===== src/rtl/slab_object_allocator_defines.svh =====
// Assertion macros used by the slab allocator RTL.
// Expects clk_i and rst_ni in the scope of use.
`ifndef SLAB_OBJECT_ALLOCATOR_DEFINES_SVH
`define SLAB_OBJECT_ALLOCATOR_DEFINES_SVH

// same-cycle implication
`define SOA_ASSERT_IMP(lbl, ante, cons, msg) \
  lbl: assert property (@(posedge clk_i) disable iff (!rst_ni) (ante) |-> (cons)) \
    else $error(msg);

// next-cycle implication
`define SOA_ASSERT_NXT(lbl, ante, cons, msg) \
  lbl: assert property (@(posedge clk_i) disable iff (!rst_ni) (ante) |=> (cons)) \
    else $error(msg);

`endif


===== src/rtl/soa_pkg.sv =====
// Shared types and constants of the slab object allocator.
// No dependencies.
package soa_pkg;

  localparam int ADDR_W   = 19;  // pool byte offset
  localparam int OSIZE_W  = 16;  // object_size register
  localparam int OALIGN_W = 13;  // object_align register
  localparam int ORDER_W  = 2;   // slab order register
  localparam int SIZE_W   = 17;  // rounded object size, up to 65536
  localparam int ALIGN_W  = 13;  // alignment mask, up to 8191
  localparam int STATUS_W = 2;
  localparam int APB_AW   = 4;
  localparam int APB_DW   = 32;

  localparam logic OP_ALLOC = 1'b0;
  localparam logic OP_FREE  = 1'b1;

  localparam logic [STATUS_W-1:0] ST_OK      = 2'd0;
  localparam logic [STATUS_W-1:0] ST_NOMEM   = 2'd1;
  localparam logic [STATUS_W-1:0] ST_BADFREE = 2'd2;

  localparam logic [1:0] REG_SIZE  = 2'd0;
  localparam logic [1:0] REG_ALIGN = 2'd1;
  localparam logic [1:0] REG_ORDER = 2'd2;

  typedef struct packed {
    logic [SIZE_W-1:0]  size;   // rounded object size
    logic [ALIGN_W-1:0] mask;   // alignment minus one
    logic [ORDER_W-1:0] order;  // raw page order
  } soa_geom_t;

endpackage


===== src/rtl/soa_cfg.sv =====
// APB register file and object geometry of the slab allocator.
// Depends on soa_pkg.
module soa_cfg (
  input  logic                       clk_i,
  input  logic                       rst_ni,
  input  logic                       psel,
  input  logic                       penable,
  input  logic                       pwrite,
  input  logic [soa_pkg::APB_AW-1:0] paddr,
  input  logic [soa_pkg::APB_DW-1:0] pwdata,
  output logic [soa_pkg::APB_DW-1:0] prdata,
  output logic                       pready,
  output logic                       clr_o,
  output soa_pkg::soa_geom_t         geom_o
);
  import soa_pkg::*;

  logic [OSIZE_W-1:0]  size_q;
  logic [OALIGN_W-1:0] align_q;
  logic [ORDER_W-1:0]  order_q;
  logic                wr;
  logic [1:0]          idx;
  logic [OALIGN_W-1:0] al, m;
  logic [SIZE_W-1:0]   sz;

  assign pready = 1'b1;
  assign wr     = psel && penable && pwrite;
  assign idx    = paddr[3:2];
  assign clr_o  = wr && (idx == REG_SIZE || idx == REG_ALIGN || idx == REG_ORDER);

  always_ff @(posedge clk_i or negedge rst_ni) begin
    if (!rst_ni) begin
      size_q  <= OSIZE_W'(8);
      align_q <= OALIGN_W'(8);
      order_q <= '0;
    end else if (wr) begin
      case (idx)
        REG_SIZE:  size_q  <= pwdata[OSIZE_W-1:0];
        REG_ALIGN: align_q <= pwdata[OALIGN_W-1:0];
        REG_ORDER: order_q <= pwdata[ORDER_W-1:0];
        default: ;
      endcase
    end
  end

  always_comb begin
    case (idx)
      REG_SIZE:  prdata = APB_DW'(size_q);
      REG_ALIGN: prdata = APB_DW'(align_q);
      REG_ORDER: prdata = APB_DW'(order_q);
      default:   prdata = '0;
    endcase
  end

  // next power of two as a mask: smear the bits of (align - 1)
  always_comb begin
    al = (align_q < OALIGN_W'(8)) ? OALIGN_W'(8) : align_q;
    m  = (al - OALIGN_W'(1)) | OALIGN_W'(7);
    m  = m | (m >> 1);
    m  = m | (m >> 2);
    m  = m | (m >> 4);
    m  = m | (m >> 8);
    sz = (size_q < OSIZE_W'(8)) ? SIZE_W'(8) : SIZE_W'(size_q);
    geom_o.mask  = m;
    geom_o.size  = (sz + SIZE_W'(m)) & ~SIZE_W'(m);
    geom_o.order = order_q;
  end

endmodule


===== config.mk =====
export PLATFORM = sky130hd
export DESIGN_NAME = soa_cfg
export DESIGN_NICKNAME = d
export VERILOG_FILES = /design/src/rtl/slab_object_allocator_defines.svh /design/src/rtl/soa_pkg.sv /design/src/rtl/soa_cfg.sv
export SDC_FILE = /design/constraint.sdc
export NUM_CORES = 1
export LEC_CHECK = 0
export CORE_MARGIN = 2
export CORE_UTILIZATION = 65
export DETAILED_ROUTE_END_ITERATION = 8
export DONT_BUFFER_PORTS = 1
export PLACE_DENSITY_LB_ADDON = 0.05
export SLEW_MARGIN = 20
export SYNTH_ARGS = -nofsm -noshare
export SYNTH_HDL_FRONTEND = slang
export SYNTH_SLANG_ARGS = --single-unit

===== constraint.sdc =====
create_clock -name clk_i -period 15.8 [get_ports clk_i]
set_input_delay 3.95 -clock clk_i [delete_from_list [all_inputs] [get_ports clk_i]]
set_output_delay 3.95 -clock clk_i [all_outputs]
set_load 0.03 [all_outputs]

==> results.json <==
{
  "status": "completed",
  "syn-cell-area_mm2": 0.00246,
  "powerDensity_mw_per_mm2": 162,
  "wire_per_inst_um": 17.2,
  "ctsResizeCount": 0,
  "endpoint_kind": "output port",
  "start_kind": "flip-flop",
  "max_freq_mhz": 106,
  "drive_above_1_share_pct": 21.2,
  "fillers": 291,
  "grt_pass1_wl_um": 8460,
  "cts.clk_slew.worst_paths_ps": 60,
  "finalSetupViolations": 0,
  "dp_hpwl_um": 3870,
  "yosysTopAreaCell": "dfrtp_1",
  "synth_warnings": 0,
  "dieArea_mm2": 0.00430,
  "path_class": "reg2out",
  "grt_max_degree": 32,
  "clock_path_buffers": 2,
  "port_buffers": 0,
  "routed_via_density": 6.04,
  "syn_inst": 258,
  "critPathMaxFanout": 6,
  "p_leak_nw": 1.09,
  "fp.coreArea_mm2": 0.00366,
  "syn_area_per_cell_um2": 9.54,
  "slew_headroom_pct": 37.6,
  "seq_area_frac_synth_pct": 31.6,
  "nNetsFinal": 294,
  "fin_crit_ps": 9390,
  "ys_ff_latch": 31,
  "grt_usage_pct": 26.0,
  "multi_input_area_mm2": 0.00151,
  "drc_errors": 0,
  "cts_hold_buffers": 0,
  "diodes": 0,
  "p_total_uw": 399,
  "syn2layout_area_growth_pct": -0.0508,
  "ys.flop_type": "dfrtp_1",
  "postCtsSetupBuffers": 0,
  "max_stage_delay_ps": 630,
  "rows": 22,
  "die_h_um": 65.6,
  "htree_num_levels": 2,
  "seq_area_um2": 778,
  "grt_overflow_total": 0,
  "synth_top_area_share_pct": 29.5,
  "final_max_slew_viol_count": 0,
  "clock_skew_ps": 0,
  "worstPathArrival_ps": 5440,
  "rsz0062_at_grt": "false",
  "r2r_setup_slack_ps": 14850,
  "firstDrtPassIters": 4,
  "worst_pin_slew_ps": 926,
  "synth_edf_count": 0,
  "maxCapViolCount": 0,
  "synth_area_leaders": "dfrtp_1 29%, mux2_2 14%, buf_4 7.0%",
  "final-hold-violation-count": 0,
  "final.period_utilization_pct": 59.4,
  "start_util_pct": 67.3,
  "die_w_um": 65.6,
  "drtIter0Drc": 89,
  "slowest_stage": "or4_4",
  "dr_total_vias": 1769,
  "cts_buffers": 5,
  "crit_required_ps": 11850,
  "antenna_found_initial": 0,
  "gp_congestion": 0.826,
  "cts_tree": "done",
  "fin_tns_setup_ps": 0,
  "clock_latency_ps": 280,
  "peakVddDrop_mv": 0.107,
  "yosys.cell_types.count": 51,
  "cts_root_buffer": "clkbuf_8",
  "ant_nets": 0,
  "placed_cells": 285,
  "wl_um": 5040,
  "hold_class": "reg2reg",
  "grt_pass1_vias": 1810,
  "fin_cells": 293,
  "synthArstFlopShare_pct": 100,
  "path_cells": "or4_4 > or2_1 > o31ai_4 > nand2b_2 > or4_4 > or3_4 > ha_1 > and4_1 > a22oi_1 > a311oi_2 > a311oi_2 > o31ai_1 > xor2_1",
  "ios": 107,
  "clkSinkCount": 31
}
## cells in the mapped netlist (2+ instances only)
master / n
and4_1: 2
nand2_1: 7
nor3_1: 7
and2_1: 2
dfstp_2: 2
nor4_1: 3
nor2b_1: 2
dfrtp_1: 29
nand3_1: 2
o21ai_0: 4
o21bai_1: 2
xor2_1: 9
and3_1: 2
buf_4: 23
a22oi_1: 2
conb_1: 2
a311oi_2: 2
inv_1: 3
mux2_2: 31
ha_1: 9
or3_1: 6
a21oi_1: 8
clkbuf_1: 17
or4_4: 2
a21o_1: 3
a211oi_1: 3
nor3b_1: 3
mux2i_1: 14
nor2_1: 30
xnor2_1: 6
## critical path: cells and delay by family (launching register included)
family / cells / cell delay, ps
AOI/OAI and AO/OA: 5 / 1420
DFF: 1 / 420
and+or+nand+nor: 6 / 2430
adders and majority gates: 1 / 340
xor gates and xnor gates: 1 / 560
## flip-flops by register name (all words and copies together) (netlist names)
register / cells
size_q: 16
order_q: 2
align_q: 13
## power by group
part	internal (mW)	switching, mW
logic	0.0717	0.131
clock network	0.0396	0.0265
registers	0.0989	0.0312
total	0.210	0.189
## cell families (layout without fill, tap and decap cells)
logic type	after synthesis	in the layout	synth area share (%)
AND/OR/NAND/NOR	76	76	16.5
XOR/XNOR	15	15	5.34
multiplexers	45	45	19.9
adder cells (fa/ha/maj)	9	9	4.57
AO/OA/AOI/OAI	35	35	11.1
other	2	23	0.305
flip-flops	31	31	31.6
buffers and inverters	45	11	10.7
## per-stage QoR
| step | util [%] | setup slack (ps) | cell area, µm² | hold WS (ps) |
|---|---|---|---|---|
| 2_1_floorplan | - | 6560 | 2540 | 502 |
| 3_3_place_gp | 64.3 | 6860 | 2350 | 515 |
| 3_5_place_dp | 64.3 | 6710 | 2350 | 521 |
| 4_1_cts | 67.1 | 6390 | 2450 | 534 |
| 5_1_grt | 67.2 | 6220 | 2460 | 560 |
| 6_report | 67.2 | 6410 | 2460 | 533 |
## final timing paths
check                           start    endpoint  depth (start not counted)
max in group asynchronous      rst_ni   size_q[3]                          0
min in group asynchronous      rst_ni  order_q[0]                          0
max reg2reg                align_q[7]  align_q[7]                          1
max                        align_q[2]  geom_o[29]                         13
min reg2reg                 size_q[2]   size_q[2]                          1
min                         size_q[2]   size_q[2]                          1
## metal layers
layer	global-route usage (%)	part of all wire (%)	up-vias
met2	43.5	50	69
met4	11.2	2.3	0
met5	0	0	-
li1	-	-	836
met3	6.85	6.3	14
met1	31.4	41	850
## final cells by class
type	count	area share (%)
flip-flops and latches	31	31.6
well taps	48	2.44
inverters	3	0.458
multi-input cells	203	61.4
clock buffers	8	4.07
## cells in the final DEF, fill, tap and decap left out, types with 3 or more instances in the layout
cell,n
or3_1,6
conb_1,23
clkbuf_8,7
xor2_1,9
nor3_1,7
ha_1,9
mux2i_1,14
nand2_1,7
dfrtp_1,29
a21oi_1,8
mux2_2,31
nor4_1,3
nor2_1,30
o21ai_0,4
a21o_1,3
xnor2_1,6
a211oi_1,3
inv_1,3
(Power assumes the default switching activity.)
