[src/rtl/slab_object_allocator_defines.svh]
// Assertion macros used by the slab allocator RTL.
// Expects clk_i and rst_ni in the scope of use.
`ifndef SLAB_OBJECT_ALLOCATOR_DEFINES_SVH
`define SLAB_OBJECT_ALLOCATOR_DEFINES_SVH

// same-cycle implication
`define SOA_ASSERT_IMP(lbl, ante, cons, msg) \
  lbl: assert property (@(posedge clk_i) disable iff (!rst_ni) (ante) |-> (cons)) \
    else $error(msg);

// next-cycle implication
`define SOA_ASSERT_NXT(lbl, ante, cons, msg) \
  lbl: assert property (@(posedge clk_i) disable iff (!rst_ni) (ante) |=> (cons)) \
    else $error(msg);

`endif

[src/rtl/soa_pkg.sv]
// Shared types and constants of the slab object allocator.
// No dependencies.
package soa_pkg;

  localparam int ADDR_W   = 19;  // pool byte offset
  localparam int OSIZE_W  = 16;  // object_size register
  localparam int OALIGN_W = 13;  // object_align register
  localparam int ORDER_W  = 2;   // slab order register
  localparam int SIZE_W   = 17;  // rounded object size, up to 65536
  localparam int ALIGN_W  = 13;  // alignment mask, up to 8191
  localparam int STATUS_W = 2;
  localparam int APB_AW   = 4;
  localparam int APB_DW   = 32;

  localparam logic OP_ALLOC = 1'b0;
  localparam logic OP_FREE  = 1'b1;

  localparam logic [STATUS_W-1:0] ST_OK      = 2'd0;
  localparam logic [STATUS_W-1:0] ST_NOMEM   = 2'd1;
  localparam logic [STATUS_W-1:0] ST_BADFREE = 2'd2;

  localparam logic [1:0] REG_SIZE  = 2'd0;
  localparam logic [1:0] REG_ALIGN = 2'd1;
  localparam logic [1:0] REG_ORDER = 2'd2;

  typedef struct packed {
    logic [SIZE_W-1:0]  size;   // rounded object size
    logic [ALIGN_W-1:0] mask;   // alignment minus one
    logic [ORDER_W-1:0] order;  // raw page order
  } soa_geom_t;

endpackage

[src/rtl/soa_div.sv]
// Shared restoring divider, one quotient bit per cycle.
// Depends on soa_pkg.
module soa_div #(
  parameter int DVD_W = 16
) (
  input  logic                       clk_i,
  input  logic                       rst_ni,
  input  logic                       start_i,
  input  logic [DVD_W-1:0]           dividend_i,
  input  logic [soa_pkg::SIZE_W-1:0] divisor_i,
  output logic                       done_o,
  output logic [DVD_W-1:0]           quot_o,
  output logic [soa_pkg::SIZE_W-1:0] rem_o
);
  import soa_pkg::*;

  localparam int CNT_W = $clog2(DVD_W + 1);

  logic              run_q, run_d, done_q, done_d;
  logic [CNT_W-1:0]  cnt_q, cnt_d;
  logic [DVD_W-1:0]  quot_q, quot_d;
  logic [SIZE_W-1:0] rem_q, rem_d, dvs_q, dvs_d;
  logic [SIZE_W:0]   trial, diff;
  logic              ge;

  assign trial = {rem_q, quot_q[DVD_W-1]};
  assign ge    = trial >= {1'b0, dvs_q};
  assign diff  = trial - {1'b0, dvs_q};

  always_comb begin
    run_d  = run_q;
    done_d = 1'b0;
    cnt_d  = cnt_q;
    quot_d = quot_q;
    rem_d  = rem_q;
    dvs_d  = dvs_q;
    if (start_i) begin
      run_d  = 1'b1;
      cnt_d  = CNT_W'(DVD_W);
      quot_d = dividend_i;
      rem_d  = '0;
      dvs_d  = divisor_i;
    end else if (run_q) begin
      rem_d  = ge ? diff[SIZE_W-1:0] : trial[SIZE_W-1:0];
      quot_d = {quot_q[DVD_W-2:0], ge};
      cnt_d  = cnt_q - CNT_W'(1);
      if (cnt_q == CNT_W'(1)) begin
        run_d  = 1'b0;
        done_d = 1'b1;
      end
    end
  end

  always_ff @(posedge clk_i or negedge rst_ni) begin
    if (!rst_ni) begin
      run_q  <= 1'b0;
      done_q <= 1'b0;
      cnt_q  <= '0;
    end else begin
      run_q  <= run_d;
      done_q <= done_d;
      cnt_q  <= cnt_d;
    end
  end

  always_ff @(posedge clk_i) begin
    quot_q <= quot_d;
    rem_q  <= rem_d;
    dvs_q  <= dvs_d;
  end

  assign done_o = done_q;
  assign quot_o = quot_q;
  assign rem_o  = rem_q;

endmodule

[config.mk]
export PLATFORM = sky130hd
export DESIGN_NAME = soa_div
export DESIGN_NICKNAME = d
export VERILOG_FILES = /design/src/rtl/slab_object_allocator_defines.svh /design/src/rtl/soa_pkg.sv /design/src/rtl/soa_div.sv
export SDC_FILE = /design/constraint.sdc
export NUM_CORES = 1
export LEC_CHECK = 0
export BUFFER_PORTS_ARGS = -buffer_cell sky130_fd_sc_hd__buf_2
export CAP_MARGIN = 40
export CORE_MARGIN = 4
export CORE_UTILIZATION = 55
export CTS_CLUSTER_DIAMETER = 200
export DETAILED_ROUTE_END_ITERATION = 12
export PLACE_DENSITY = 0.81
export SYNTH_ARGS = -nofsm -noshare
export SYNTH_HDL_FRONTEND = slang
export SYNTH_SLANG_ARGS = --single-unit
[constraint.sdc]
create_clock -name clk_i -period 3.05 [get_ports clk_i]
set_input_delay 0.61 -clock clk_i [delete_from_list [all_inputs] [get_ports clk_i]]
set_output_delay 0.61 -clock clk_i [all_outputs]
set_load 0.02 [all_outputs]
==> impl_metrics.csv <==
group,metric,value,unit
outcome,status,"complete, no violations",
global_route,grt_pass1_wl,12.5,mm
logic_synthesis,synth_area_leaders,"edfxtp_1, dfxtp_1, ha_1, mux2_2, dfrtp_1",
clock_network,cts-resized-gates,0,
worst_setup_path,r2r_start,"quot_o[15]",
job,maxCapViolCount,0,
worst_setup_path,crit_slowest_cell,"or4_1",
logic_synthesis,yosys.cell_types.count,60,
logic_synthesis,avgSynthCellArea,10.6,sq um
worst_setup_path,worstPathRequired,3320,ps
place,place_ws,194,ps
worst_setup_path,worstPathArrival,3160,ps
logic_synthesis,synthFlopType,"edfxtp_1",
cells_and_area,drive_above_1_share,0.295,
floorplan,ios,70,
floorplan,fp.dieH,84.8,um
clock_network,cts_tree,"done",
timing,slew_viol_final,0,
timing,final.setup.tns,0,ps
cells_and_area,area_growth_syn_to_layout,19.7,%
clock_network,path_clk_slew,70,ps
clock_network,holdBufCountCts,0,
clock_network,cts_made_buffers,9,
timing,hold_viol,0,
logic_synthesis,synth.yosys.seq_area_share,0.465,
worst_setup_path,path_max_fanout,4,
min_path,hp-class,"in -> async",
logic_synthesis,synthesis.area,3240,sq um
place,dp_hpwl,5.64,mm
floorplan,initial_core_util,0.578,
logic_synthesis,synth-async-reset-ratio,0.123,
detailed_routing,drt-total-wl,7.52,mm
pwr,power-per-cell-area,912,nW/um^2
global_route,grt_overflow,0,
timing,finalCritPeriodShare,0.947,
floorplan,coreArea,5610,sq um
clock_network,post_cts_buffers,0,
floorplan,fp.dieW,84.8,um
detailed_routing,vias_per_cell,5.71,
worst_setup_path,worst-setup-path-type,"reg -> reg",
logic_synthesis,syn-instance-count,307,
floorplan,rows,27,
global_route,antenna_found_initial,0,
clock_network,clock_sinks,57,
logic_synthesis,yosysTopAreaCell,"edfxtp_1",
detailed_routing,route.vias.total,2619,
timing,holdWs,77.3,ps
timing,skew,13.8,ps
clock_network,ctsHtreeMaxLevel,3,
worst_setup_path,cp_cell_sequence,"inv_1 -> ha_1 -> inv_1 -> fa_1 -> a21o_1 -> a221oi_2 -> buf_4 -> a211o_1 -> a21oi_1 -> or4_1 -> a311oi_2",
timing,relSlewSlack,0.604,
cells_and_area,fillers,417,
clock_network,clock_latency,350,ps
detailed_routing,antenna_left,0,
global_route,grt_pass1_vias,2601,
cells_and_area,final_nets,438,
detailed_routing,routedWlPerCell,16.4,um
logic_synthesis,ys_ff_latch,57,
worst_setup_path,max_stage_delay,510,ps
logic_synthesis,synth-edff-count,33,
timing,max_freq,346,MHz
cells_and_area,diodes,0,
logic_synthesis,synth_top_cell_area_share,0.306,
floorplan,die-area,7180,sq um
detailed_routing,drtPass1Iterations,4,
global_route,grt_usage,0.221,
timing,worst_slack,163,ps
timing,rsz0062_at_grt,"false",
detailed_routing,first_iter_violations,168,
place,gp_congestion,0.947,
timing,worst_pin_slew,593,ps
detailed_routing,drcViolationCount,0,
worst_setup_path,critical_path.startpoint,"quot_o[15]",
pwr,power_leakage,1.75,nW
pwr,vdd.ir_drop.worst,0.463,mV
clock_network,cts-root-buf,"clkbuf_8",
logic_synthesis,syn_nets,363,
worst_setup_path,critPathMostFrequentCell,"inv_1",
timing,fin_crit,2890,ps
worst_setup_path,end_kind,"flop",
worst_setup_path,critPathLaunchType,"flop",
clock_network,clock_path_buffers,2,
logic_synthesis,synth_warnings,0,
global_route,grt_max_degree,25,
place,io_buffers,69,
timing,finalSetupViolations,0,
## registers in the layout, summed over array words and instances (netlist names)
signal  flops
quot_o     16
dvs_q      17
cnt_q       5
run_q       1
done_o      1
rem_o      17
## routing by layer
metal / GRT usage / vias to the layer above / part of all wire
met2: 0.359 / 89 / 0.48
li1: - / 1290 / -
met4: 0.102 / 0 / 0.021
met1: 0.282 / 1222 / 0.44
met3: 0.0451 / 18 / 0.062
met5: 0 / - / 0
## cell usage after synthesis, types with 3 or more instances
master	count
edfxtp_1	33
nor2_1	31
inv_1	24
ha_1	19
nand2_1	19
dfxtp_1	17
mux2_2	16
a21oi_1	12
o21ai_0	10
xnor2_1	10
a211oi_1	8
a21o_1	8
dfrtp_1	7
a31oi_1	6
clkbuf_1	6
mux2i_1	6
xor2_1	6
a32oi_1	5
and3_1	4
buf_2	4
a211o_1	3
nand2b_1	3
nand3_1	3
o31ai_1	3
## path summary, 6_finish.rpt
| path | cells after the start | to | slack (ps) |
|---|---|---|---|
| max | 11 | rem_o[16] | 160 |
| min | 1 | cnt_q[4] | 80 |
| max reg2reg | 11 | rem_o[16] | 160 |
| min reg2reg | 2 | rem_o[5] | 530 |
| max in group asynchronous | 1 | cnt_q[1] | 2810 |
| min in group clk_i | 1 | dvs_q[5] | 430 |
## power by group
part / internal (mW) / switching, mW
sequential: 1.01 / 0.168
clock: 0.379 / 0.325
combinational: 0.694 / 0.961
## stage by stage
step                      cells  total power [mW]   util  area [sq um]
after floorplan             307              2.37      -          3240
after global placement      443              2.79  0.656          3680
after detailed placement    443              2.83  0.656          3680
after CTS                   459              3.54  0.691          3880
after global routing        459              3.79  0.691          3880
final                       459              3.54  0.691          3880
## cell type report
class | count | area (sq um) | area share
Clock buffer | 10 | 128 | 0.0329
Clock inverter | 6 | 68.8 | 0.0177
Inverter | 24 | 90.1 | 0.0232
Multi-Input combinational cell | 212 | 1580 | 0.408
Sequential cell | 57 | 1510 | 0.389
Tap cell | 72 | 90.1 | 0.0232
Timing Repair Buffer | 78 | 413 | 0.106
## placed cells by master, fill, tap and decap left out, drive strengths merged, types with 10 or more instances in the layout
cell type,Yosys,layout
buf,7,78
edfxtp,33,33
nor2,31,31
inv,24,24
nand2,19,19
ha,19,19
dfxtp,17,17
mux2,16,16
a21oi,12,12
o21ai,11,11
xnor2,10,10
clkbuf,7,10
## critical path: cells and delay by family, from the launching register on
family                   cells  cell delay (ps)
AND/OR/NAND/NOR              1              510
flip-flops                   1              420
adder cells (fa/ha/maj)      2              580
AO/OA/AOI/OAI                5              970
buffers and inverters        3              320
## cells by family (layout without fill, tap and decap cells)
family                     Yosys count  in the layout  share of synthesized area
AOI/OAI and AO/OA                   76             76                      0.173
and+or+nand+nor                     78             78                      0.118
buffers and inverters               38            118                     0.0471
xor gates and xnor gates            16             16                     0.0432
DFF                                 57             57                      0.465
adders and majority gates           20             20                     0.0795
muxes                               22             22                     0.0741
(Power assumes the default switching activity.)
